File: config.mk
export PLATFORM = sky130hd
export DESIGN_NAME = channel_power_limiter_core
export DESIGN_NICKNAME = d
export VERILOG_FILES = /design/src/rtl/cpl_pkg.sv /design/src/rtl/cpl_sum.sv /design/src/rtl/cpl_scale.sv /design/src/rtl/cpl_div_step.sv /design/src/rtl/cpl_out.sv /design/src/rtl/channel_power_limiter_core.sv
export VERILOG_INCLUDE_DIRS = /design/src /design/src/rtl
export SDC_FILE = /design/constraint.sdc
export NUM_CORES = 2
export LEC_CHECK = 0
export ABC_AREA = 1
export BUFFER_PORTS_ARGS = -buffer_cell sky130_fd_sc_hd__buf_2
export CAP_MARGIN = 20
export CORE_UTILIZATION = 65
export CTS_BUF_LIST = sky130_fd_sc_hd__clkbuf_2 sky130_fd_sc_hd__clkbuf_4 sky130_fd_sc_hd__clkbuf_8
export CTS_CLUSTER_DIAMETER = 150
export DETAILED_ROUTE_END_ITERATION = 7
export GPL_TIMING_DRIVEN = 0
export PLACE_DENSITY = 0.8
export SYNTH_ARGS = -nofsm -noshare
export SYNTH_HDL_FRONTEND = slang
export SYNTH_SLANG_ARGS = --single-unit
File: constraint.sdc
create_clock -name aclk -period 30 [get_ports aclk]
set_input_delay 7.5 -clock aclk [delete_from_list [all_inputs] [get_ports aclk]]
set_output_delay 7.5 -clock aclk [all_outputs]
set_load 0.05 [all_outputs]
File: src/rtl/channel_power_limiter_core_macros.svh
// ----------------------------------------------------------------------------
// channel power limiter assertion macros
// shared concurrent assertion forms, clocked on aclk, off while in reset
// ----------------------------------------------------------------------------
`ifndef CHANNEL_POWER_LIMITER_CORE_MACROS_SVH
`define CHANNEL_POWER_LIMITER_CORE_MACROS_SVH

// consequent must hold in the same cycle as the antecedent
`define CPL_ASSERT_SAME(lbl, ante, cons, msg) \
    lbl: assert property (@(posedge aclk) disable iff (!aresetn) (ante) |-> (cons)) \
        else $error(msg);

// consequent must hold in the cycle after the antecedent
`define CPL_ASSERT_NEXT(lbl, ante, cons, msg) \
    lbl: assert property (@(posedge aclk) disable iff (!aresetn) (ante) |=> (cons)) \
        else $error(msg);

`endif

File: src/rtl/cpl_pkg.sv
// ----------------------------------------------------------------------------
// cpl_pkg
// widths, register indexes and stage payload types of the power limiter
// ----------------------------------------------------------------------------
package cpl_pkg;

    localparam int NUM_CH  = 6;
    localparam int LEVEL_W = 8;
    localparam int LIMIT_W = 11;
    localparam int COUNT_W = 3;
    localparam int SUM_W   = LEVEL_W + $clog2(NUM_CH);
    localparam int PROD_W  = LEVEL_W + LIMIT_W;
    // scaled level is always below its input level, so it fits a level
    localparam int Q_W     = LEVEL_W;
    localparam int SHIFT_W = $clog2(Q_W);
    localparam int DATA_W  = LIMIT_W;
    localparam int IDX_W   = 1;

    // register indexes
    localparam logic [IDX_W-1:0] REG_POWER_LIMIT   = 1'd0;
    localparam logic [IDX_W-1:0] REG_CHANNEL_COUNT = 1'd1;

    // reset values
    localparam logic [LIMIT_W-1:0] POWER_LIMIT_RST   = 11'd1530;
    localparam logic [COUNT_W-1:0] CHANNEL_COUNT_RST = 3'd6;

    // a lit channel never drops below this
    localparam logic [LEVEL_W-1:0] LEVEL_MIN_LIT = 8'd1;

    typedef logic [SHIFT_W-1:0] shift_t;
    typedef logic [NUM_CH-1:0][LEVEL_W-1:0] level_arr_t;
    typedef logic [NUM_CH-1:0][PROD_W-1:0] rem_arr_t;
    typedef logic [NUM_CH-1:0][Q_W-1:0] quo_arr_t;

    // after the summing stage
    typedef struct packed {
        level_arr_t          level;
        logic [NUM_CH-1:0]   active;
        logic [SUM_W-1:0]    sum;
        logic                over;
    } cpl_front_t;

    // through the divider stages
    typedef struct packed {
        level_arr_t          level;
        logic [NUM_CH-1:0]   scale_en;
        logic [SUM_W-1:0]    sum;
        logic                over;
        rem_arr_t            rem;
        quo_arr_t            quo;
    } cpl_div_t;

    // finished frame
    typedef struct packed {
        level_arr_t level;
        logic       limited;
    } cpl_res_t;

endpackage

File: src/rtl/cpl_sum.sv
// ----------------------------------------------------------------------------
// cpl_sum
// first stage: active channel mask, sum of active levels, compare to limit
// ----------------------------------------------------------------------------
module cpl_sum (
    input  logic                          aclk,
    input  logic                          aresetn,
    input  logic [cpl_pkg::LIMIT_W-1:0]   power_limit,
    input  logic [cpl_pkg::COUNT_W-1:0]   channel_count,
    input  logic                          in_valid,
    output logic                          in_ready,
    input  cpl_pkg::level_arr_t           in_level,
    output logic                          out_valid,
    input  logic                          out_ready,
    output cpl_pkg::cpl_front_t           out_data
);

    logic                         valid_reg;
    cpl_pkg::cpl_front_t          data_reg;
    cpl_pkg::cpl_front_t          data_next;
    logic [cpl_pkg::COUNT_W-1:0]  active_cnt;

    // count above the channel total acts as the total
    always_comb begin
        if (channel_count > cpl_pkg::COUNT_W'(cpl_pkg::NUM_CH)) begin
            active_cnt = cpl_pkg::COUNT_W'(cpl_pkg::NUM_CH);
        end else begin
            active_cnt = channel_count;
        end
        data_next       = '0;
        data_next.level = in_level;
        for (int i = 0; i < cpl_pkg::NUM_CH; i++) begin
            data_next.active[i] = (cpl_pkg::COUNT_W'(i) < active_cnt);
            if (data_next.active[i]) begin
                data_next.sum = data_next.sum + cpl_pkg::SUM_W'(in_level[i]);
            end
        end
        data_next.over = (data_next.sum > cpl_pkg::SUM_W'(power_limit));
    end

    // stage register
    assign in_ready = !valid_reg || out_ready;

    always_ff @(posedge aclk) begin
        if (!aresetn) begin
            valid_reg <= 1'b0;
        end else if (in_ready) begin
            valid_reg <= in_valid;
        end
    end

    always_ff @(posedge aclk) begin
        if (in_ready && in_valid) begin
            data_reg <= data_next;
        end
    end

    assign out_valid = valid_reg;
    assign out_data  = data_reg;

endmodule

File: src/rtl/cpl_scale.sv
// ----------------------------------------------------------------------------
// cpl_scale
// second stage: per-lane product level * limit, the dividend of the scaling
// ----------------------------------------------------------------------------
module cpl_scale (
    input  logic                          aclk,
    input  logic                          aresetn,
    input  logic [cpl_pkg::LIMIT_W-1:0]   power_limit,
    input  logic                          in_valid,
    output logic                          in_ready,
    input  cpl_pkg::cpl_front_t           in_data,
    output logic                          out_valid,
    input  logic                          out_ready,
    output cpl_pkg::cpl_div_t             out_data
);

    logic               valid_reg;
    cpl_pkg::cpl_div_t  data_reg;
    cpl_pkg::cpl_div_t  data_next;

    // one 8 x 11 multiplier per lane
    always_comb begin
        data_next       = '0;
        data_next.level = in_data.level;
        data_next.sum   = in_data.sum;
        data_next.over  = in_data.over;
        for (int i = 0; i < cpl_pkg::NUM_CH; i++) begin
            data_next.scale_en[i] = in_data.active[i] && (in_data.level[i] != '0);
            data_next.rem[i]      = cpl_pkg::PROD_W'(in_data.level[i])
                                  * cpl_pkg::PROD_W'(power_limit);
        end
    end

    // stage register
    assign in_ready = !valid_reg || out_ready;

    always_ff @(posedge aclk) begin
        if (!aresetn) begin
            valid_reg <= 1'b0;
        end else if (in_ready) begin
            valid_reg <= in_valid;
        end
    end

    always_ff @(posedge aclk) begin
        if (in_ready && in_valid) begin
            data_reg <= data_next;
        end
    end

    assign out_valid = valid_reg;
    assign out_data  = data_reg;

endmodule

File: src/rtl/cpl_div_step.sv
// ----------------------------------------------------------------------------
// cpl_div_step
// one restoring division stage: one quotient bit for every lane
// ----------------------------------------------------------------------------
module cpl_div_step (
    input  logic                aclk,
    input  logic                aresetn,
    input  cpl_pkg::shift_t     shift,
    input  logic                in_valid,
    output logic                in_ready,
    input  cpl_pkg::cpl_div_t   in_data,
    output logic                out_valid,
    input  logic                out_ready,
    output cpl_pkg::cpl_div_t   out_data
);

    logic                        valid_reg;
    cpl_pkg::cpl_div_t           data_reg;
    cpl_pkg::cpl_div_t           data_next;
    logic [cpl_pkg::PROD_W-1:0]  divisor;
    logic                        q_bit;

    // compare remainder with the shifted sum, subtract when it fits
    always_comb begin
        divisor   = cpl_pkg::PROD_W'(in_data.sum) << shift;
        data_next = in_data;
        q_bit     = 1'b0;
        for (int i = 0; i < cpl_pkg::NUM_CH; i++) begin
            q_bit = (in_data.rem[i] >= divisor);
            if (q_bit) begin
                data_next.rem[i] = in_data.rem[i] - divisor;
            end
            data_next.quo[i] = {in_data.quo[i][cpl_pkg::Q_W-2:0], q_bit};
        end
    end

    // stage register
    assign in_ready = !valid_reg || out_ready;

    always_ff @(posedge aclk) begin
        if (!aresetn) begin
            valid_reg <= 1'b0;
        end else if (in_ready) begin
            valid_reg <= in_valid;
        end
    end

    always_ff @(posedge aclk) begin
        if (in_ready && in_valid) begin
            data_reg <= data_next;
        end
    end

    assign out_valid = valid_reg;
    assign out_data  = data_reg;

endmodule

File: src/rtl/cpl_out.sv
// ----------------------------------------------------------------------------
// cpl_out
// last stage: pick scaled or original level, keep lit channels lit
// ----------------------------------------------------------------------------
module cpl_out (
    input  logic                aclk,
    input  logic                aresetn,
    input  logic                in_valid,
    output logic                in_ready,
    input  cpl_pkg::cpl_div_t   in_data,
    output logic                out_valid,
    input  logic                out_ready,
    output cpl_pkg::cpl_res_t   out_data
);

    logic               valid_reg;
    cpl_pkg::cpl_res_t  data_reg;
    cpl_pkg::cpl_res_t  data_next;

    // scaled lanes take the quotient, a zero quotient becomes the minimum
    always_comb begin
        data_next.limited = in_data.over;
        for (int i = 0; i < cpl_pkg::NUM_CH; i++) begin
            if (in_data.over && in_data.scale_en[i]) begin
                if (in_data.quo[i] == '0) begin
                    data_next.level[i] = cpl_pkg::LEVEL_MIN_LIT;
                end else begin
                    data_next.level[i] = in_data.quo[i];
                end
            end else begin
                data_next.level[i] = in_data.level[i];
            end
        end
    end

    // output register
    assign in_ready = !valid_reg || out_ready;

    always_ff @(posedge aclk) begin
        if (!aresetn) begin
            valid_reg <= 1'b0;
        end else if (in_ready) begin
            valid_reg <= in_valid;
        end
    end

    always_ff @(posedge aclk) begin
        if (in_ready && in_valid) begin
            data_reg <= data_next;
        end
    end

    assign out_valid = valid_reg;
    assign out_data  = data_reg;

endmodule

File: src/rtl/channel_power_limiter_core.sv
// ----------------------------------------------------------------------------
// channel_power_limiter_core
// scales a six-channel LED frame down when its active sum exceeds a limit
// ----------------------------------------------------------------------------
//
//  channel   ports                               direction
//  --------  ----------------------------------  ---------
//  input     s_valid s_ready s_level_in_0..5     in
//  result    m_valid m_ready m_level_out_0..5    out
//            m_limited
//  config    cfg_we cfg_index cfg_wdata          in
//
//  one transaction per cycle sustained while m_ready stays high; eleven register
//  stages: sum, multiply, eight divider stages (one quotient bit each) and the
//  output register. the divider sets the depth. synchronous active-low reset
//  empties every stage and loads the register reset values. a stall only holds
//  stages that are full, so bubbles close up and input is taken while a finished
//  frame waits at the output.
//
`include "channel_power_limiter_core_macros.svh"

module channel_power_limiter_core (
    input  logic                          aclk,
    input  logic                          aresetn,
    // configuration
    input  logic                          cfg_we,
    input  logic [cpl_pkg::IDX_W-1:0]     cfg_index,
    input  logic [cpl_pkg::DATA_W-1:0]    cfg_wdata,
    // input frame
    input  logic                          s_valid,
    output logic                          s_ready,
    input  logic [cpl_pkg::LEVEL_W-1:0]   s_level_in_0,
    input  logic [cpl_pkg::LEVEL_W-1:0]   s_level_in_1,
    input  logic [cpl_pkg::LEVEL_W-1:0]   s_level_in_2,
    input  logic [cpl_pkg::LEVEL_W-1:0]   s_level_in_3,
    input  logic [cpl_pkg::LEVEL_W-1:0]   s_level_in_4,
    input  logic [cpl_pkg::LEVEL_W-1:0]   s_level_in_5,
    // result frame
    output logic                          m_valid,
    input  logic                          m_ready,
    output logic [cpl_pkg::LEVEL_W-1:0]   m_level_out_0,
    output logic [cpl_pkg::LEVEL_W-1:0]   m_level_out_1,
    output logic [cpl_pkg::LEVEL_W-1:0]   m_level_out_2,
    output logic [cpl_pkg::LEVEL_W-1:0]   m_level_out_3,
    output logic [cpl_pkg::LEVEL_W-1:0]   m_level_out_4,
    output logic [cpl_pkg::LEVEL_W-1:0]   m_level_out_5,
    output logic                          m_limited
);

    logic [cpl_pkg::LIMIT_W-1:0]  power_limit_reg;
    logic [cpl_pkg::COUNT_W-1:0]  channel_count_reg;

    cpl_pkg::level_arr_t          in_level;
    logic                         sum_valid;
    logic                         sum_ready;
    cpl_pkg::cpl_front_t          sum_data;
    logic                         div_valid [0:cpl_pkg::Q_W];
    logic                         div_ready [0:cpl_pkg::Q_W];
    cpl_pkg::cpl_div_t            div_data  [0:cpl_pkg::Q_W];
    cpl_pkg::cpl_res_t            res_data;

    // last divider stage as seen by the checks
    cpl_pkg::cpl_div_t            fin;
    logic [cpl_pkg::NUM_CH-1:0]   fin_en;
    logic [cpl_pkg::PROD_W-1:0]   fin_sum;

    // configuration registers
    always_ff @(posedge aclk) begin
        if (!aresetn) begin
            power_limit_reg   <= cpl_pkg::POWER_LIMIT_RST;
            channel_count_reg <= cpl_pkg::CHANNEL_COUNT_RST;
        end else if (cfg_we) begin
            case (cfg_index)
                cpl_pkg::REG_POWER_LIMIT: begin
                    power_limit_reg <= cfg_wdata[cpl_pkg::LIMIT_W-1:0];
                end
                cpl_pkg::REG_CHANNEL_COUNT: begin
                    channel_count_reg <= cfg_wdata[cpl_pkg::COUNT_W-1:0];
                end
                default: begin
                end
            endcase
        end
    end

    // gather the input levels
    assign in_level[0] = s_level_in_0;
    assign in_level[1] = s_level_in_1;
    assign in_level[2] = s_level_in_2;
    assign in_level[3] = s_level_in_3;
    assign in_level[4] = s_level_in_4;
    assign in_level[5] = s_level_in_5;

    // sum and compare
    cpl_sum u_sum (
        .aclk          (aclk),
        .aresetn       (aresetn),
        .power_limit   (power_limit_reg),
        .channel_count (channel_count_reg),
        .in_valid      (s_valid),
        .in_ready      (s_ready),
        .in_level      (in_level),
        .out_valid     (sum_valid),
        .out_ready     (sum_ready),
        .out_data      (sum_data)
    );

    // dividends
    cpl_scale u_scale (
        .aclk        (aclk),
        .aresetn     (aresetn),
        .power_limit (power_limit_reg),
        .in_valid    (sum_valid),
        .in_ready    (sum_ready),
        .in_data     (sum_data),
        .out_valid   (div_valid[0]),
        .out_ready   (div_ready[0]),
        .out_data    (div_data[0])
    );

    // divider, most significant quotient bit first
    for (genvar k = 0; k < cpl_pkg::Q_W; k++) begin : g_div
        cpl_div_step u_div_step (
            .aclk      (aclk),
            .aresetn   (aresetn),
            .shift     (cpl_pkg::shift_t'(cpl_pkg::Q_W - 1 - k)),
            .in_valid  (div_valid[k]),
            .in_ready  (div_ready[k]),
            .in_data   (div_data[k]),
            .out_valid (div_valid[k+1]),
            .out_ready (div_ready[k+1]),
            .out_data  (div_data[k+1])
        );
    end

    // output selection and register
    cpl_out u_out (
        .aclk      (aclk),
        .aresetn   (aresetn),
        .in_valid  (div_valid[cpl_pkg::Q_W]),
        .in_ready  (div_ready[cpl_pkg::Q_W]),
        .in_data   (div_data[cpl_pkg::Q_W]),
        .out_valid (m_valid),
        .out_ready (m_ready),
        .out_data  (res_data)
    );

    assign m_level_out_0 = res_data.level[0];
    assign m_level_out_1 = res_data.level[1];
    assign m_level_out_2 = res_data.level[2];
    assign m_level_out_3 = res_data.level[3];
    assign m_level_out_4 = res_data.level[4];
    assign m_level_out_5 = res_data.level[5];
    assign m_limited     = res_data.limited;

    // lanes that leave the divider scaled
    assign fin     = div_data[cpl_pkg::Q_W];
    assign fin_en  = {cpl_pkg::NUM_CH{div_valid[cpl_pkg::Q_W] && fin.over}} & fin.scale_en;
    assign fin_sum = cpl_pkg::PROD_W'(fin.sum);

    // assertions
    `CPL_ASSERT_NEXT(a_accept_enters, s_valid && s_ready, sum_valid, "accepted frame lost")

    for (genvar i = 0; i < cpl_pkg::NUM_CH; i++) begin : g_chk
        `CPL_ASSERT_SAME(a_quo_below, fin_en[i], fin.quo[i] < fin.level[i], "quotient too large")
        `CPL_ASSERT_SAME(a_rem_below, fin_en[i], fin.rem[i] < fin_sum, "remainder too large")
    end

endmodule
==> results.json <==
{
  "outcome": "completed",
  "initial_core_utilization_pct": 65.4,
  "critical_path_buf_inv_count": 5,
  "drt_first_iter_violations": 6670,
  "synth_area_leaders": "sky130_fd_sc_hd__edfxtp_1, sky130_fd_sc_hd__ha_1, sky130_fd_sc_hd__nand2_1",
  "die-width_um": 409,
  "ctsLongestPathBuffers": 4,
  "postCtsResizedCells": 0,
  "cp_common_cell": "sky130_fd_sc_hd__nor2_2",
  "ir_drop_worst_vdd_uv": 190,
  "global_route_wire_length_before_repair_um": 417000,
  "cap_violations": 0,
  "numPortBuffers": 115,
  "worst_hold_startpoint": "g_div[4].u_div_step.out_data[216]",
  "vias_per_cell": 5.69,
  "synth.avg_cell_area_um2": 10.5,
  "globalRoute.totalOverflow": 0,
  "antenna_found_initial": 6,
  "synth.top_cells.by_count": "sky130_fd_sc_hd__nand2_1, sky130_fd_sc_hd__edfxtp_1, sky130_fd_sc_hd__inv_1",
  "regToRegEndpoint": "u_sum.out_data[0]",
  "synth.yosys.seq_area_share_pct": 51.3,
  "h-tree-depth": 5,
  "synth-seq-cells": 1851,
  "antenna_violating_nets_post_route": 0,
  "required_ps": 22500,
  "critical_path_class": "input pin to output pin",
  "worst_hold_path.num_cells": 0,
  "setup_viol": 0,
  "detailedRoute.firstPassIterationCount": 8,
  "placeableCoreArea_um2": 165000,
  "grt_setup_unrepaired": "no",
  "synth_cells": 10200,
  "fin_cells": 13100,
  "clock_tree_from_tritoncts": "done",
  "gp_routability_congestion": 0.986,
  "synth_ff_type": "sky130_fd_sc_hd__edfxtp_1",
  "ff2ff_setup_slack_ps": 22200,
  "synth-edff-count": 1826,
  "dieHeight_um": 409,
  "max_slew.worst_pin.slew_ps": 1130,
  "grt_util_all_layers_pct": 33.0,
  "clock.fmax_mhz": 58.2,
  "drive_above_1_share_pct": 8.95,
  "largest_register_ffs": 1531,
  "cp-start-kind": "input pin",
  "synth_to_layout_area_growth_pct": 9.55,
  "power_density_nw_per_um2": 73.2,
  "critPathMaxStageDelay_ps": 240,
  "cts_made_buffers": 307,
  "detailedPlacementHpwl_um": 216000,
  "post-cts-setup-buffer-count": 0,
  "final_core_util_pct": 71.6,
  "detail_route.drc_violations": 0,
  "fp.dieArea_um2": 167000,
  "report.final.hold_viol_count": 0,
  "post-synth-top-count-cell": "sky130_fd_sc_hd__nand2_1",
  "synth_top_area_share_pct": 50.9,
  "synth_top_cell_by_area": "sky130_fd_sc_hd__edfxtp_1",
  "post-route-period-util_pct": 57.3,
  "critical_path.top_delay_family": "simple AND/OR/NAND/NOR gates",
  "clock_skew_ps": 102,
  "yosys.cell_types.count": 75,
  "floorplan.io_pins": 116,
  "detailroute.via_count": 74500,
  "fin_setup_tns_ps": 0,
  "finalWirelength_um": 277000,
  "clock_net_sink_count": 1851,
  "min_delay_worst_endpoint": "g_div[5].u_div_step.out_data[216]",
  "design_power_total_uw": 8640,
  "final_net_count": 11900,
  "cp-end-kind": "output pin",
  "netlist_area_um2": 108000,
  "cts_hold_buffers": 0,
  "cts_root_buffer": "sky130_fd_sc_hd__clkbuf_8",
  "wl_per_cell_um": 21.2,
  "max-slew-margin-rel_pct": 25.0,
  "placed_cells": 12600,
  "final.min_clock_period_ps": 17180,
  "grt_start_max_net_pins": 134,
  "timing.final.max_slew_violations": 0,
  "clock_pin_slew_reported_for_the_worst_setup_and_hold_paths_after_clock_tree_synthesis_ps": 80,
  "clk_latency_ps": 1080,
  "synthesis.nets": 11500,
  "std_cell_rows": 149,
  "rr_worst_depth": 41,
  "hp-class": "flip-flop to flip-flop",
  "grt_pass1_vias": 73000,
  "critical_path.max_fanout": 4,
  "crit_chain": "buf_2 > nor2_2 > inv_1 > nor2_1 > inv_1 > nor2_2 > inv_2 > nor2_4 > nand2_2 > nor2_2 > nand2_2 > nor2_4 > nand2_2 > nor2_2 > nand2_1 > buf_2",
  "r2r_start": "channel_count_reg[1]",
  "ys_warn_count": 0,
  "crit_path_top_delay_cell": "sky130_fd_sc_hd__buf_2",
  "worst-endpoint-arrival_ps": 9680,
  "postSynth.asyncResetShare_pct": 0,
  "static-leakage-power_uw": 0.0501
}
## worst reg2reg max path: cells and delay by family (launching register included)
kind	cells	cell delay [ps]
compound gates	11	2510
flops	1	350
fa+ha+maj	7	2310
simple gates	15	1510
buf+inv	7	660
xor+xnor	1	180
## worst max-delay path by stage
stage             from                                 to  slack, ps  cells past startpoint
5_1_grt        m_ready                            s_ready      12720                     16
6_report       m_ready                            s_ready      12820                     16
2_1_floorplan  m_ready    g_div[4].u_div_step.out_data[0]      11230                      8
3_3_place_gp   m_ready  g_div[4].u_div_step.out_data[140]       6580                      9
4_1_cts        m_ready                            s_ready      12830                     16
3_5_place_dp   m_ready                            s_ready      12950                     16
## cell families (layout without fill, tap and decap cells)
kind of cell	Yosys count	count (layout)	share of synthesized area, %
AOI/OAI and AO/OA	1593	1593	8.43
xor gates and xnor gates	536	536	4.36
adders and majority gates	1185	1185	16.3
buffers and inverters	1706	2390	6.17
DFF	1851	1851	51.3
muxes	25	25	0.261
other	0	5	0
and+or+nand+nor	3322	3322	13.1
## layer usage
metal / routed length (um) / track usage (%)
met1: 108000 / 40.8
met2: 130000 / 54.0
met3: 17200 / 4.75
met4: 21800 / 22.8
met5: 25 / 0
## where the power goes
part	total (uW)	switching, uW	internal [uW]
Clock	2270	992	1280
Combinational	3130	1980	1150
Sequential	3250	110	3140
Total	8640	3080	5560
## cell type report
class / count / area, um^2
well taps: 2189 / 2740
plain buffers: 211 / 1030
inverters: 1495 / 5650
fillers: 11700 / 46800
clock inverters: 139 / 1230
flip-flops and latches: 1851 / 55300
clock buffers: 397 / 4940
repair buffers: 148 / 1270
diodes: 5 / 12.5
multi-input cells: 6661 / 45800
## metrics by stage
stage               hold WS [ps]  setup WS [ps]  area (um^2)
floorplan                    400          11230       108000
global placement             401           6580       111000
detailed placement           405          12950       112000
CTS                          329          12830       118000
global route                 346          12720       118000
finish                       339          12820       118000
## cell usage in the layout (no fill, tap or decap), types with 314 or more instances in the layout
master                        n
sky130_fd_sc_hd__fa_1       371
sky130_fd_sc_hd__edfxtp_1  1826
sky130_fd_sc_hd__nor2_1     506
sky130_fd_sc_hd__clkbuf_8   314
sky130_fd_sc_hd__ha_1       814
sky130_fd_sc_hd__xor2_1     334
sky130_fd_sc_hd__o21ai_0    489
sky130_fd_sc_hd__a21oi_1    662
sky130_fd_sc_hd__nand2_1   2067
sky130_fd_sc_hd__inv_1     1467
Note: power is estimated with default switching activity, not from simulation.
